[src/rtl/ydr_pkg.sv]
// ----------------------------------------------------------------------------
// ydr_pkg
// Shared types, constants and state codes of the yaw damper rate loop.
// ----------------------------------------------------------------------------
package ydr_pkg;

  // configuration register indexes
  localparam int CFG_IDX_W = 1;
  localparam logic [CFG_IDX_W-1:0] CFG_DAMPER_GAIN  = 1'd0;
  localparam logic [CFG_IDX_W-1:0] CFG_MIN_AIRSPEED = 1'd1;

  localparam logic [15:0] GAIN_RESET   = 16'd2048;
  localparam logic [15:0] MINSPD_RESET = 16'd1280;

  localparam int JOB_FIFO_DEPTH = 2;

  // bank limit and angle fold, Q2.13 and Q16 radians
  localparam logic signed [15:0] HALF_PI_Q13  = 16'sd12867;
  localparam logic signed [15:0] BANK_LIM_Q13 = 16'sd11438;
  localparam logic signed [19:0] PI_Q16       = 20'sd205887;
  localparam logic signed [19:0] HALF_PI_Q16  = 20'sd102944;

  // series coefficients as reciprocals, exact floor for 18-bit inputs
  localparam logic [31:0] RECIP_42 = 32'd399458;
  localparam logic [31:0] RECIP_20 = 32'd838861;
  localparam logic [31:0] RECIP_6  = 32'd2796203;
  localparam logic [16:0] Q16_ONE  = 17'd65536;

  localparam logic [31:0] GRAV_Q16    = 32'd642679;
  localparam logic [31:0] RAD2DEG_Q16 = 32'd3754936;
  localparam logic [31:0] POLE_Q30    = 32'd1069455447;
  localparam logic [13:0] DEFL_LIMIT  = 14'd11520;

  localparam int DIV_BITS = 25;

  typedef struct packed {
    logic signed [15:0] roll_angle;
    logic [15:0]        air_speed;
    logic signed [15:0] yaw_rate;
    logic [15:0]        speed_scale;
  } ydr_in_t;

  typedef struct packed {
    logic signed [14:0] servo_deflection;
    logic               saturated;
  } ydr_out_t;

  typedef struct packed {
    logic [15:0] damper_gain;
    logic [15:0] min_airspeed;
  } ydr_cfg_t;

  // classified tick handed from front to back
  typedef struct packed {
    logic [16:0]        mag;
    logic               neg;
    logic [15:0]        spd;
    logic signed [15:0] yaw;
    logic [15:0]        scale;
  } ydr_job_t;

  typedef enum logic [4:0] {
    ST_IDLE,
    ST_X2,
    ST_D42,
    ST_T1,
    ST_D20,
    ST_T2,
    ST_D6,
    ST_SIN,
    ST_NUM,
    ST_DIV,
    ST_DEG,
    ST_POLE,
    ST_FILT,
    ST_S2,
    ST_K,
    ST_P0,
    ST_P1,
    ST_RES
  } ydr_state_t;

endpackage

[src/rtl/ydr_front.sv]
// ----------------------------------------------------------------------------
// ydr_front
// Bank limit, angle fold into +/- pi/2 and airspeed floor for one tick.
// ----------------------------------------------------------------------------
module ydr_front (
  input  ydr_pkg::ydr_in_t  in_word,
  input  ydr_pkg::ydr_cfg_t cfg,
  output ydr_pkg::ydr_job_t job
);

  logic signed [15:0] bank;
  logic signed [19:0] ang;
  logic signed [19:0] fold;
  logic [15:0]        vmin;

  always_comb begin
    bank = in_word.roll_angle;
    if (bank >= -ydr_pkg::HALF_PI_Q13 && bank <= ydr_pkg::HALF_PI_Q13) begin
      if (bank > ydr_pkg::BANK_LIM_Q13) bank = ydr_pkg::BANK_LIM_Q13;
      if (bank < -ydr_pkg::BANK_LIM_Q13) bank = -ydr_pkg::BANK_LIM_Q13;
    end
    ang = {{1{bank[15]}}, bank, 3'b000};
    if (ang > ydr_pkg::HALF_PI_Q16) begin
      fold = ydr_pkg::PI_Q16 - ang;
    end else if (ang < -ydr_pkg::HALF_PI_Q16) begin
      fold = -ydr_pkg::PI_Q16 - ang;
    end else begin
      fold = ang;
    end
    vmin = (cfg.min_airspeed == 16'd0) ? 16'd1 : cfg.min_airspeed;
    job.neg   = fold[19];
    job.mag   = fold[19] ? 17'(-fold) : 17'(fold);
    job.spd   = (in_word.air_speed > vmin) ? in_word.air_speed : vmin;
    job.yaw   = in_word.yaw_rate;
    job.scale = in_word.speed_scale;
  end

endmodule

[config.mk]
export PLATFORM = sky130hd
export DESIGN_NAME = ydr_front
export DESIGN_NICKNAME = d
export VERILOG_FILES = /design/src/rtl/ydr_pkg.sv /design/src/rtl/ydr_front.sv
export SDC_FILE = /design/constraint.sdc
export NUM_CORES = 1
export LEC_CHECK = 0
export BUFFER_PORTS_ARGS = -buffer_cell sky130_fd_sc_hd__buf_2
export CORE_MARGIN = 3
export CORE_UTILIZATION = 49
export DETAILED_ROUTE_END_ITERATION = 8
export PLACE_DENSITY_LB_ADDON = 0.1
export SETUP_SLACK_MARGIN = 0.5
export SLEW_MARGIN = 20
export SYNTH_ARGS = -nofsm -noshare
export SYNTH_HDL_FRONTEND = slang
export SYNTH_SLANG_ARGS = --single-unit
export TNS_END_PERCENT = 100
[constraint.sdc]
create_clock -name vclk -period 10.5
set_input_delay 0.525 -clock vclk [all_inputs]
set_output_delay 0.525 -clock vclk [all_outputs]
set_load 0.05 [all_outputs]
=== Yosys cells after proc, flatten, opt, wreduce, memory -nomap -nowiden ===
Cells that the tools add are included.

* Add/sub/neg operators: 3
* Order comparisons: 7
* Multiplexer cells: 9
* Reductions and logical operators: 2

{| class="wikitable"
|+ Operator list
! operator !! number
|-
| $mux W16 || 6
|-
| $mux W20 || 2
|-
| $sub A19 B19 Y20 const A || 2
|-
| $gt A19 B18 Y1 const B || 1
|-
| $lt A19 B18 Y1 const B || 1
|-
| $mux W17 || 1
|-
| $neg A17 Y17 || 1
|-
| $ge A16 B15 Y1 const B || 1
|-
| $gt A16 B15 Y1 const B || 1
|-
| $gt A16 B16 Y1 || 1
|-
| $le A16 B15 Y1 const B || 1
|-
| $logic_not A16 Y1 || 1
|-
| $lt A16 B15 Y1 const B || 1
|-
| $logic_and A1 B1 Y1 || 1
|}

* Bits in registers: 0
* Input port bits: 96
* Output and inout bits: 66
* Word-level logic and storage cells: 21

=== Longest topological paths before layout ===
* Depth after elaboration: 11
* Mapped depth: 23
* Mapped depth without buffers: 22

=== Worst setup path before layout ===
Ideal clock, no wire load.

* Path type: input to output
* Start: in in_word[51] (netlist bit)
* End: out job[64] (netlist bit)
* Arrival: 5,444 ps
* Required time: 9,975 ps
* Setup slack: 4,531 ps
* Stages: 22
* Path through: clkbuf_1 -> or3_1 -> a21o_1 -> a21oi_1 -> o21ai_0 -> a21o_1 -> nand3_1 -> ha_1 -> nand3_1 -> nand2_1 -> nor2_1 -> ha_1 -> a41oi_1 -> o22ai_1 -> a21boi_4 -> nor2_2 -> inv_2 -> ha_1 -> nor4_1 -> nor4b_2 -> a21oi_1 -> xnor2_1

{| class="wikitable"
|+ RTL lines
! element !! line !! source
|-
| start: declaration || ydr_front.sv:6 || <nowiki>input ydr_pkg::ydr_in_t in_word,</nowiki>
|-
| end: declaration || ydr_front.sv:8 || <nowiki>output ydr_pkg::ydr_job_t job</nowiki>
|}

==> summary.md <==
Synthesis
- sky130_fd_sc_hd__ha_1 — Synth area leader
- 0% — register area share after synthesis
- 376 — gate count after technology mapping
- 9.723% — fraction of post-synthesis cell area in the top cell type by area
- 70 — number of different library cells in the post-synthesis netlist
- sky130_fd_sc_hd__ha_1 (9.7%), sky130_fd_sc_hd__buf_4 (9.6%), sky130_fd_sc_hd__mux2_2 (7.0%), sky130_fd_sc_hd__nor2_1 (4.4%), sky130_fd_sc_hd__a21oi_1 (3.9%) — top cells by area in the synthesized netlist
- 0 — Yosys warning total
- 2574 sq um — netlist area before placement
- 6.845 sq um — synthesized area divided by synthesized cell count
- 492 — synthesized netlist net count

Finish
- 55.21% — final standard cell utilization of the core
- 521 — Final Net Count
- 2711 sq um — Final Cell Area
- 0 — Clock buffer cells
- 522 — fill cell instance count of the final layout
- 0 — sequential cell count
- 5.348% — area overhead of the layout relative to synthesis
- 0 sq um — sequential cell area
- 29.78% — share of post-route cells with drive strength above 1
- 0 — Inserted Diodes

Floorplanning
- 78.48 um — die span in x
- 162 — ports placed on the boundary
- 78.48 um — floorplan die height
- 25 — site row count
- 52.41% — initial core utilization
- 4911 sq um — Core Box Area
- 6158 sq um — Die ar.

Timing
- no — RSZ-0062 raised after global routing
- 0.7057 ns — measured slew at the worst slew-check pin
- 0 — Max Slew Vio Count
- 66.22% — crit share post-route
- 6.954 ns — final worst path period need
- 0 — count of final setup violators
- 0 — Final Hold Violating Endpoints
- 52.95% — relative slew slack
- 0 ns — final setup TNS
- 0.1438 GHz — Max Clock Freq

Placed design
- 2711 sq um — placed cell areas
- 82 — IO Port Bufs
- 0.9077 — Final Wtd Congestion
- 5.986 mm — detailed-placement wirelength estimate

CTS
- 0 — number of gates resized after cts
- 0 — # hold bufs at CTS
- 0 — buffers inserted during post-CTS setup optimization

GRT
- 0 — global route total overflow
- 0 — number of antenna violations at the first check in global routing
- 2757 — vias in the first global route
- 12.66 mm — first-pass GRT wire length
- 18 — maximum number of pins on one net before global-route repair
- 24.07% — overall fraction of global-route tracks in use

Power and ir drop
- 0.07312 mV — peak supply drop
- 1.235 nW — leakage power summed over all cells
- 0.2793 mW — total power draw
- 103.0 nW/um^2 — power per standard cell area

Hold path
- 0 — Worst Hold Path Cells
- input pin to output pin — Hold/Removal Path Class

Worst setup path
- 6.43 ns — Arrival @ worst endpoint
- input pin — CP startpoint kind
- input pin to output pin — Setup CP Type
- 9.98 ns — Critical Path RT
- 16 — CP Max Fanout
- output pin — critical path capture point type

Route
- 6.206 — post-DR vias/cell
- 16.07 um — wire length per cell after detailed routing
- 0 — number of remaining DRC errors
- 7.553 mm — DRT Wirelength
- 0 — final antenna-violating net count
- 2917 — count of vias placed by the detailed router
- 271 — Initial DRC Count
- 5 — detailed-router iteration count before antenna repair

Outcome
- finished clean — outcome

Run
- 0 — Max Cap Viol

critical path, stage by stage:
cell and delay [ns]:
sky130_fd_sc_hd__buf_2 0.18, sky130_fd_sc_hd__or3_1 0.42, sky130_fd_sc_hd__a21o_1 0.20, sky130_fd_sc_hd__a21oi_1 0.13
sky130_fd_sc_hd__o21ai_0 0.08, sky130_fd_sc_hd__a21o_1 0.18, sky130_fd_sc_hd__nand3_1 0.10, sky130_fd_sc_hd__ha_1 0.30
sky130_fd_sc_hd__nand3_1 0.46, sky130_fd_sc_hd__nand2_1 0.23, sky130_fd_sc_hd__nor2_1 0.40, sky130_fd_sc_hd__ha_1 0.27
sky130_fd_sc_hd__a41oi_1 0.16, sky130_fd_sc_hd__o22ai_1 0.25, sky130_fd_sc_hd__a21boi_4 0.35, sky130_fd_sc_hd__nor2_2 0.16
sky130_fd_sc_hd__inv_2 0.19, sky130_fd_sc_hd__ha_1 0.27, sky130_fd_sc_hd__nor4_1 0.51, sky130_fd_sc_hd__nor4b_2 0.47
sky130_fd_sc_hd__a21oi_1 0.15, sky130_fd_sc_hd__xnor2_1 0.16, sky130_fd_sc_hd__buf_2 0.28
stage by stage:
stage | std cells | setup slack [ns] | hold slack, ns
after floorplan | 376 | 4.531 | 1.217
after global placement | 470 | 3.679 | 1.050
after detailed placement | 470 | 3.648 | 1.050
after CTS | 470 | 3.648 | 1.050
after global routing | 470 | 2.985 | 1.050
final | 470 | 3.546 | 1.050
synth_stat cells, drive strengths merged (9+ instances only):
cell	count
a21o	9
a21oi	22
buf	49
ha	20
inv	27
mux2	16
nand2	21
nand3	13
nor2	31
nor3	14
nor4	9
o21ai	24
per-layer routing:
layer / part of all wire [%] / vias to the layer above / GRT usage, %
met3: 7.8 / 21 / 1.606
met5: 0 / - / 0
met4: 1.8 / 0 / 5.070
li1: - / 1421 / -
met2: 48 / 138 / 44.18
met1: 42 / 1337 / 30.61
layout by cell type (no fill, tap or decap), drive strengths merged, types with 6 or more instances in the layout:
| cell | instances |
|---|---|
| nand2b | 6 |
| nand3 | 13 |
| o211ai | 6 |
| and2 | 7 |
| nand4 | 8 |
| inv | 27 |
| a21o | 9 |
| nor3 | 14 |
| xor2 | 8 |
| a31oi | 8 |
| xnor2 | 8 |
| nor4 | 9 |
| nand2 | 21 |
| nor2 | 31 |
| o21ai | 24 |
| a21oi | 22 |
| mux2 | 16 |
| ha | 20 |
| buf | 82 |
cell type report:
class	count	area (sq um)	share of cell area, %
Multi-Input combinational cell	294	2116	78.03
Inverter	27	101.3	3.738
Tap cell	67	83.83	3.092
Timing Repair Buffer	82	410.4	15.14
power breakdown:
group | internal (mW) | switching, mW | total, mW
logic | 0.0801 | 0.199 | 0.279
registers | 0 | 0 | 0
clock network | 0 | 0 | 0
kinds of logic after synthesis:
| group | share of synthesized area (%) |
|---|---|
| buf+inv | 17.79 |
| simple gates | 27.81 |
| compound gates | 31.84 |
| xor+xnor | 5.445 |
| fa+ha+maj | 9.723 |
| mux | 7.389 |
path summary, 6_finish.rpt:
kind / startpoint / to
hold / removal: in_word[14] / job[14]
setup / recovery: in_word[50] / job[64]
(Power assumes the default switching activity.)
