**config.mk**
```make
export PLATFORM = sky130hd
export DESIGN_NAME = ydr_fifo
export DESIGN_NICKNAME = d
export VERILOG_FILES = /design/src/rtl/ydr_pkg.sv /design/src/rtl/ydr_fifo.sv
export SDC_FILE = /design/constraint.sdc
export NUM_CORES = 1
export LEC_CHECK = 0
export BUFFER_PORTS_ARGS = -buffer_cell sky130_fd_sc_hd__clkbuf_2
export CAP_MARGIN = 10
export CORE_MARGIN = 3
export CORE_UTILIZATION = 40
export CTS_CLUSTER_DIAMETER = 150
export DETAILED_ROUTE_END_ITERATION = 12
export PLACE_DENSITY = 0.76
export SLEW_MARGIN = 30
export SYNTH_ARGS = -nofsm -noshare
export SYNTH_HDL_FRONTEND = slang
export SYNTH_SLANG_ARGS = --single-unit
```
**constraint.sdc**
```tcl
create_clock -name clk -period 2.8 [get_ports clk]
set_input_delay 0.7 -clock clk [delete_from_list [all_inputs] [get_ports clk]]
set_output_delay 0.7 -clock clk [all_outputs]
set_load 0.005 [all_outputs]
```
**src/rtl/ydr_pkg.sv**
```systemverilog
// ----------------------------------------------------------------------------
// ydr_pkg
// Shared types, constants and state codes of the yaw damper rate loop.
// ----------------------------------------------------------------------------
package ydr_pkg;

  // configuration register indexes
  localparam int CFG_IDX_W = 1;
  localparam logic [CFG_IDX_W-1:0] CFG_DAMPER_GAIN  = 1'd0;
  localparam logic [CFG_IDX_W-1:0] CFG_MIN_AIRSPEED = 1'd1;

  localparam logic [15:0] GAIN_RESET   = 16'd2048;
  localparam logic [15:0] MINSPD_RESET = 16'd1280;

  localparam int JOB_FIFO_DEPTH = 2;

  // bank limit and angle fold, Q2.13 and Q16 radians
  localparam logic signed [15:0] HALF_PI_Q13  = 16'sd12867;
  localparam logic signed [15:0] BANK_LIM_Q13 = 16'sd11438;
  localparam logic signed [19:0] PI_Q16       = 20'sd205887;
  localparam logic signed [19:0] HALF_PI_Q16  = 20'sd102944;

  // series coefficients as reciprocals, exact floor for 18-bit inputs
  localparam logic [31:0] RECIP_42 = 32'd399458;
  localparam logic [31:0] RECIP_20 = 32'd838861;
  localparam logic [31:0] RECIP_6  = 32'd2796203;
  localparam logic [16:0] Q16_ONE  = 17'd65536;

  localparam logic [31:0] GRAV_Q16    = 32'd642679;
  localparam logic [31:0] RAD2DEG_Q16 = 32'd3754936;
  localparam logic [31:0] POLE_Q30    = 32'd1069455447;
  localparam logic [13:0] DEFL_LIMIT  = 14'd11520;

  localparam int DIV_BITS = 25;

  typedef struct packed {
    logic signed [15:0] roll_angle;
    logic [15:0]        air_speed;
    logic signed [15:0] yaw_rate;
    logic [15:0]        speed_scale;
  } ydr_in_t;

  typedef struct packed {
    logic signed [14:0] servo_deflection;
    logic               saturated;
  } ydr_out_t;

  typedef struct packed {
    logic [15:0] damper_gain;
    logic [15:0] min_airspeed;
  } ydr_cfg_t;

  // classified tick handed from front to back
  typedef struct packed {
    logic [16:0]        mag;
    logic               neg;
    logic [15:0]        spd;
    logic signed [15:0] yaw;
    logic [15:0]        scale;
  } ydr_job_t;

  typedef enum logic [4:0] {
    ST_IDLE,
    ST_X2,
    ST_D42,
    ST_T1,
    ST_D20,
    ST_T2,
    ST_D6,
    ST_SIN,
    ST_NUM,
    ST_DIV,
    ST_DEG,
    ST_POLE,
    ST_FILT,
    ST_S2,
    ST_K,
    ST_P0,
    ST_P1,
    ST_RES
  } ydr_state_t;

endpackage

```
**src/rtl/ydr_fifo.sv**
```systemverilog
// ----------------------------------------------------------------------------
// ydr_fifo
// Short job queue between the front and the back.
// ----------------------------------------------------------------------------
module ydr_fifo #(
  parameter int DEPTH = ydr_pkg::JOB_FIFO_DEPTH
) (
  input  logic              clk,
  input  logic              rst_n,
  input  logic              push,
  input  ydr_pkg::ydr_job_t wdata,
  output logic              full,
  input  logic              pop,
  output logic              empty,
  output ydr_pkg::ydr_job_t rdata
);

  localparam int AW = (DEPTH > 1) ? $clog2(DEPTH) : 1;
  localparam int CW = $clog2(DEPTH + 1);

  ydr_pkg::ydr_job_t mem [DEPTH];
  logic [AW-1:0] wp_r, wp_nxt, rp_r, rp_nxt;
  logic [CW-1:0] cnt_r, cnt_nxt;
  logic          do_push, do_pop;

  assign full    = (cnt_r == CW'(DEPTH));
  assign empty   = (cnt_r == '0);
  assign do_push = push && !full;
  assign do_pop  = pop && !empty;
  assign rdata   = mem[rp_r];

  always_comb begin
    wp_nxt  = wp_r;
    rp_nxt  = rp_r;
    cnt_nxt = cnt_r;
    if (do_push) begin
      wp_nxt = (wp_r == AW'(DEPTH - 1)) ? '0 : wp_r + AW'(1);
    end
    if (do_pop) begin
      rp_nxt = (rp_r == AW'(DEPTH - 1)) ? '0 : rp_r + AW'(1);
    end
    if (do_push && !do_pop) cnt_nxt = cnt_r + CW'(1);
    if (do_pop && !do_push) cnt_nxt = cnt_r - CW'(1);
  end

  always_ff @(posedge clk) begin
    if (!rst_n) begin
      wp_r  <= '0;
      rp_r  <= '0;
      cnt_r <= '0;
    end else begin
      wp_r  <= wp_nxt;
      rp_r  <= rp_nxt;
      cnt_r <= cnt_nxt;
    end
  end

  always_ff @(posedge clk) begin
    if (do_push) mem[wp_r] <= wdata;
  end

endmodule

```
Word-level counts from Yosys, hierarchy flattened. Memories as Yosys holds them, arrays and structs flattened. A register that Yosys moved wholly into a read port is not among the register bits. Cells that the tools add are included.

RAM bits: 132. Output and inout bits: 68. Memories kept: 1. Bits in registers: 4.

Add/sub/neg operators: 4. Equal/unequal tests: 1. Reductions and logical operators: 10. Mux-type cells: 8.

Memory list: mem (depth 2, width 66, rd ports 1, clocked after Yosys merged registers in 1, write ports 1, RTL line ydr_fifo.sv:21) `ydr_pkg::ydr_job_t mem [DEPTH];`.

Operators by type and width (number): $mux 1 (6); $logic_and 1x1->1 (4); $logic_not 1->1 (4); $mux 2 (2); $add 1x1->1 const B (2); $add 2x1->2 const B (1); $eq 2x2->1 const B (1); $logic_not 2->1 (1); $reduce_bool 2->1 (1); $sub 2x1->2 const B (1).

Logic depth before layout (Yosys ltp).
Depth after elaboration: 7. Mapped depth: 6. Gate-level depth less buffers: 6.

Worst setup path after synthesis. No wires, ideal clock.

Kind: in2reg. Start point: in push. End point: mem mem[0][0] (netlist name) (enable). Data required time: 2.380 ns. Buffers on the path: 0. Path slack: -0.004 ns. Data arrival time: 2.383 ns. Cell stages on the path: 3. Path through: inv_1 -> or3_1 -> inv_1.

Cells in the longest elaborated chain, start to end: 3.

Ends and longest elaborated chain: start: declaration (RTL line ydr_fifo.sv:10) `input logic push,`; $logic_and 1x1->1 (RTL line ydr_fifo.sv:28) `assign do_push = push && !full;`; $mux 1 (RTL line ydr_fifo.sv:59) `if (do_push) mem[wp_r] <= wdata;`; $mux 1 (implied by the code) (RTL line ydr_fifo.sv:59); end: declaration (RTL line ydr_fifo.sv:21).

Every way passes these cells.

==> impl_results.md <==
* Status: complete, no violations
* RR Startpoint: cnt_r[0]
* Final net count at between 400 and 500
* Hold Path End: mem[0][5]
* # DRC at 0
* Setup violations, final at 0
* Clock-pin slew on the worst setup and hold paths at 60 ps
* Detail Route Antenna Nets at 0
* 1st-iter DRT viols at 127
* Starting Density at 0.4111
* Syn_nets at between 300 and 400
* Wire per inst at approximately 15 µm
* Setup_tns at 0 ps
* Int Power at 4560 µW
* Relative max-transition margin at 0.6753
* Leakage Power at approximately 0.0024 µW
* Yosys warns at 0
* Hold Path Depth at 1
* Overall die area at 13820 µm²
* Worst-case clock buffer depth at 2
* Via count at roughly 2600
* Slew @ Worst Pin at approximately 500 ps
* Total net switching power at about 1500 µW
* Pins Over Slew Limit at 0
* Asr flop ratio synth at 0
* Unrepaired setup endpoints after global routing: no
* Rows at 40
* Power per cell area at 935.6 nW/µm²
* Synth Area in XOR/XNOR at 0.005278
* Kind of critical path: flip-flop to primary output
* Mean Syn Cell Area at approximately 22 µm²
* Total power draw at about 6000 µW
* GR Overflow Total at 0
* Minimum clock period at about 2400 ps
* Clock latency on the worst-skew pair at a little over 400 ps
* Cts repair resizes at 0
* Worst endpoint required time at roughly 2100 ps
* Core box area at 12110 µm²
* Maxcap violations at 0
* Worst reg2reg endpoint: mem[0][12]
* First-pass GRT wire length at approximately 14 mm
* Hold Path Class: input pin to flip-flop
* Vias in the first global route at around 2800
* I/O Pins at 138
* P&R area growth vs syn at 29.25%
* Fin. Hold Viols at 0
* Combinational power share at 0.220
* Min-delay src: wdata[5]
* Largest net degree at the start of global routing at 38
* Ranking of synthesized cells by area: edfxtp_1, mux2_2, dfxtp_1, buf_2, xnor2_1
* Die Wd at between 100 and 150 µm
* Die height at ~120 µm
* Via density per instance at 4.561
* Pre-CTS setup slack at between 600 and 700 ps
* Final core utilization at 0.5313
* Sw Ratio at 0.2426
* Routability Congestion at 0.6691
* Mux cell area share after synthesis at 0.1493
* Seq cells post-synth at around 140
* Skew final at 5.617 ps
* Post-Synth Adder-Cell Area at 0.002513
* CTS sink cnt at approximately 140
* Post-synth EDFFs at ~130
* Post-CTS setup buffers at 0
* Final WL at 8.502 mm
* Top-area cell type share of the netlist area at 0.7962
* Cell taking the most area after synthesis: edfxtp_1
* Clock power share at 0.338
* Final Cycle Share at 0.8528
* R2r worst-path depth at 5
* CTS tree: built
* Min setup slack post-route at roughly 410 ps
* Hpwl dp at roughly 5.7 mm
* Initial antenna violation count at 0
* Synth Flop Type: edfxtp_1
* Layout cells sized above 1 at 0.5990
* Global-route usage over all layers at 0.1326
* CTS Buf Count at 17
* R2r setup slk at 950 ps
* Post-synthesis compound-gate area fraction at 0.006534
* Largest family of logic cells by synthesized area: multiplexers
* Post-synthesis simple-gate area fraction at 0.01081
* Crit-path max FO at 37
* Post-Synthesis Cell Area at about 5000 µm²
* Root Buffer: clkbuf_16
* Fillers at 1011
* Register area share after synthesis at 0.8163
* IO Port Bufs at 137
* Synth cell types at 18
* Hold_buf cts at 0
* Number of antenna cells inserted at 0
* Router iterations before antenna repair at 4
* Post-synthesis cell count at roughly 230
* Fmax at ~420 MHz
* Flop pwr share at 0.443
* Crit path DAT at between 1500 and 2000 ps
* Crit path launch type: flip-flop
* VDD IR max at 0.5865 mV
* Crit path capture type: primary output
* H-tree depth at 4
==> critical path, stage by stage (launching register included) <==
cell      delay, ps
dfxtp_2         320
buf_4           400
mux2_2          410
clkbuf_2        110
==> sequential cells by signal (all words and copies together), names as in the netlist, named ones only <==
register  count
wp_r          1
cnt_r         2
mem         132
rp_r          1
==> worst max-delay path by stage <==
stage / slack [ps] / start / cells after the start / end
floorplan: 70 / push / 1 / mem[1][0]
global placement: 700 / push / 5 / mem[0][6]
detailed placement: 660 / push / 5 / mem[0][3]
CTS: 380 / flip-flop / 3 / rdata[43]
global route: 300 / flip-flop / 3 / rdata[43]
finish: 410 / flip-flop / 3 / rdata[43]
==> layout by cell type, fill, tap and decap left out <==
master	n
o21a_1	1
nand2b_2	1
inv_1	1
or3_1	2
clkbuf_2	137
a21boi_1	2
mux2_2	66
dfxtp_2	1
nand2_1	1
inv_2	1
clkbuf_1	3
and3_2	1
nor2_1	1
dfxtp_1	4
edfxtp_1	132
clkinvlp_4	2
clkbuf_16	17
xnor2_1	3
o21ai_0	2
clkinv_2	5
nor2b_1	2
and2_1	1
clkinv_1	4
buf_4	6
ha_1	1
bufinv_16	2
==> synthesized netlist by cell type (2+ instances only) <==
cell type	instances
a21boi_1	2
buf_2	7
dfxtp_1	5
edfxtp_1	132
inv_1	2
mux2_2	66
nor2b_1	2
o21ai_0	2
or3_1	2
xnor2_1	3
==> final cells by class <==
cell class              instances  area (µm²)  area share
flip-flops and latches        137        4065      0.6317
multi-input cells              84       869.6      0.1351
repair buffers                143       730.7      0.1136
clock buffers                  20       436.7     0.06786
well taps                     168       210.2     0.03267
clock inverters                12       107.6     0.01672
inverters                       3       15.01    0.002333
==> through the flow <==
| stage | instance area (µm²) | cells | hold slack, ps |
|---|---|---|---|
| after floorplan | 4982 | 231 | 457.0 |
| after global placement | 5891 | 535 | 477.7 |
| after detailed placement | 5891 | 535 | 476.6 |
| after CTS | 6435 | 567 | 458.7 |
| after global routing | 6435 | 567 | 458.8 |
| final | 6435 | 567 | 478.4 |
==> power by group through the flow <==
stage	Clock, µW	Sequential [µW]	Combinational (µW)
floorplan	0	2690	801
global placement	0	2690	1330
detailed placement	0	2710	1340
CTS	2090	2670	1360
global route	2200	2690	1450
finish	2030	2660	1320
==> kinds of logic after synthesis <==
family,after synthesis
multiplexers,66
AND/OR/NAND/NOR,9
AO/OA/AOI/OAI,5
adder cells (fa/ha/maj),1
XOR/XNOR,3
flip-flops,137
buffers and inverters,10
==> layer usage <==
metal  global-route usage  up-vias  routed length [µm]
met5                    0        -                   0
met4              0.05861        0                 110
met3              0.05766       11                 535
met2               0.2222       85                4464
met1               0.1472     1260                3391
li1                     -     1230                   -
Note: power is estimated with default switching activity, not from simulation.
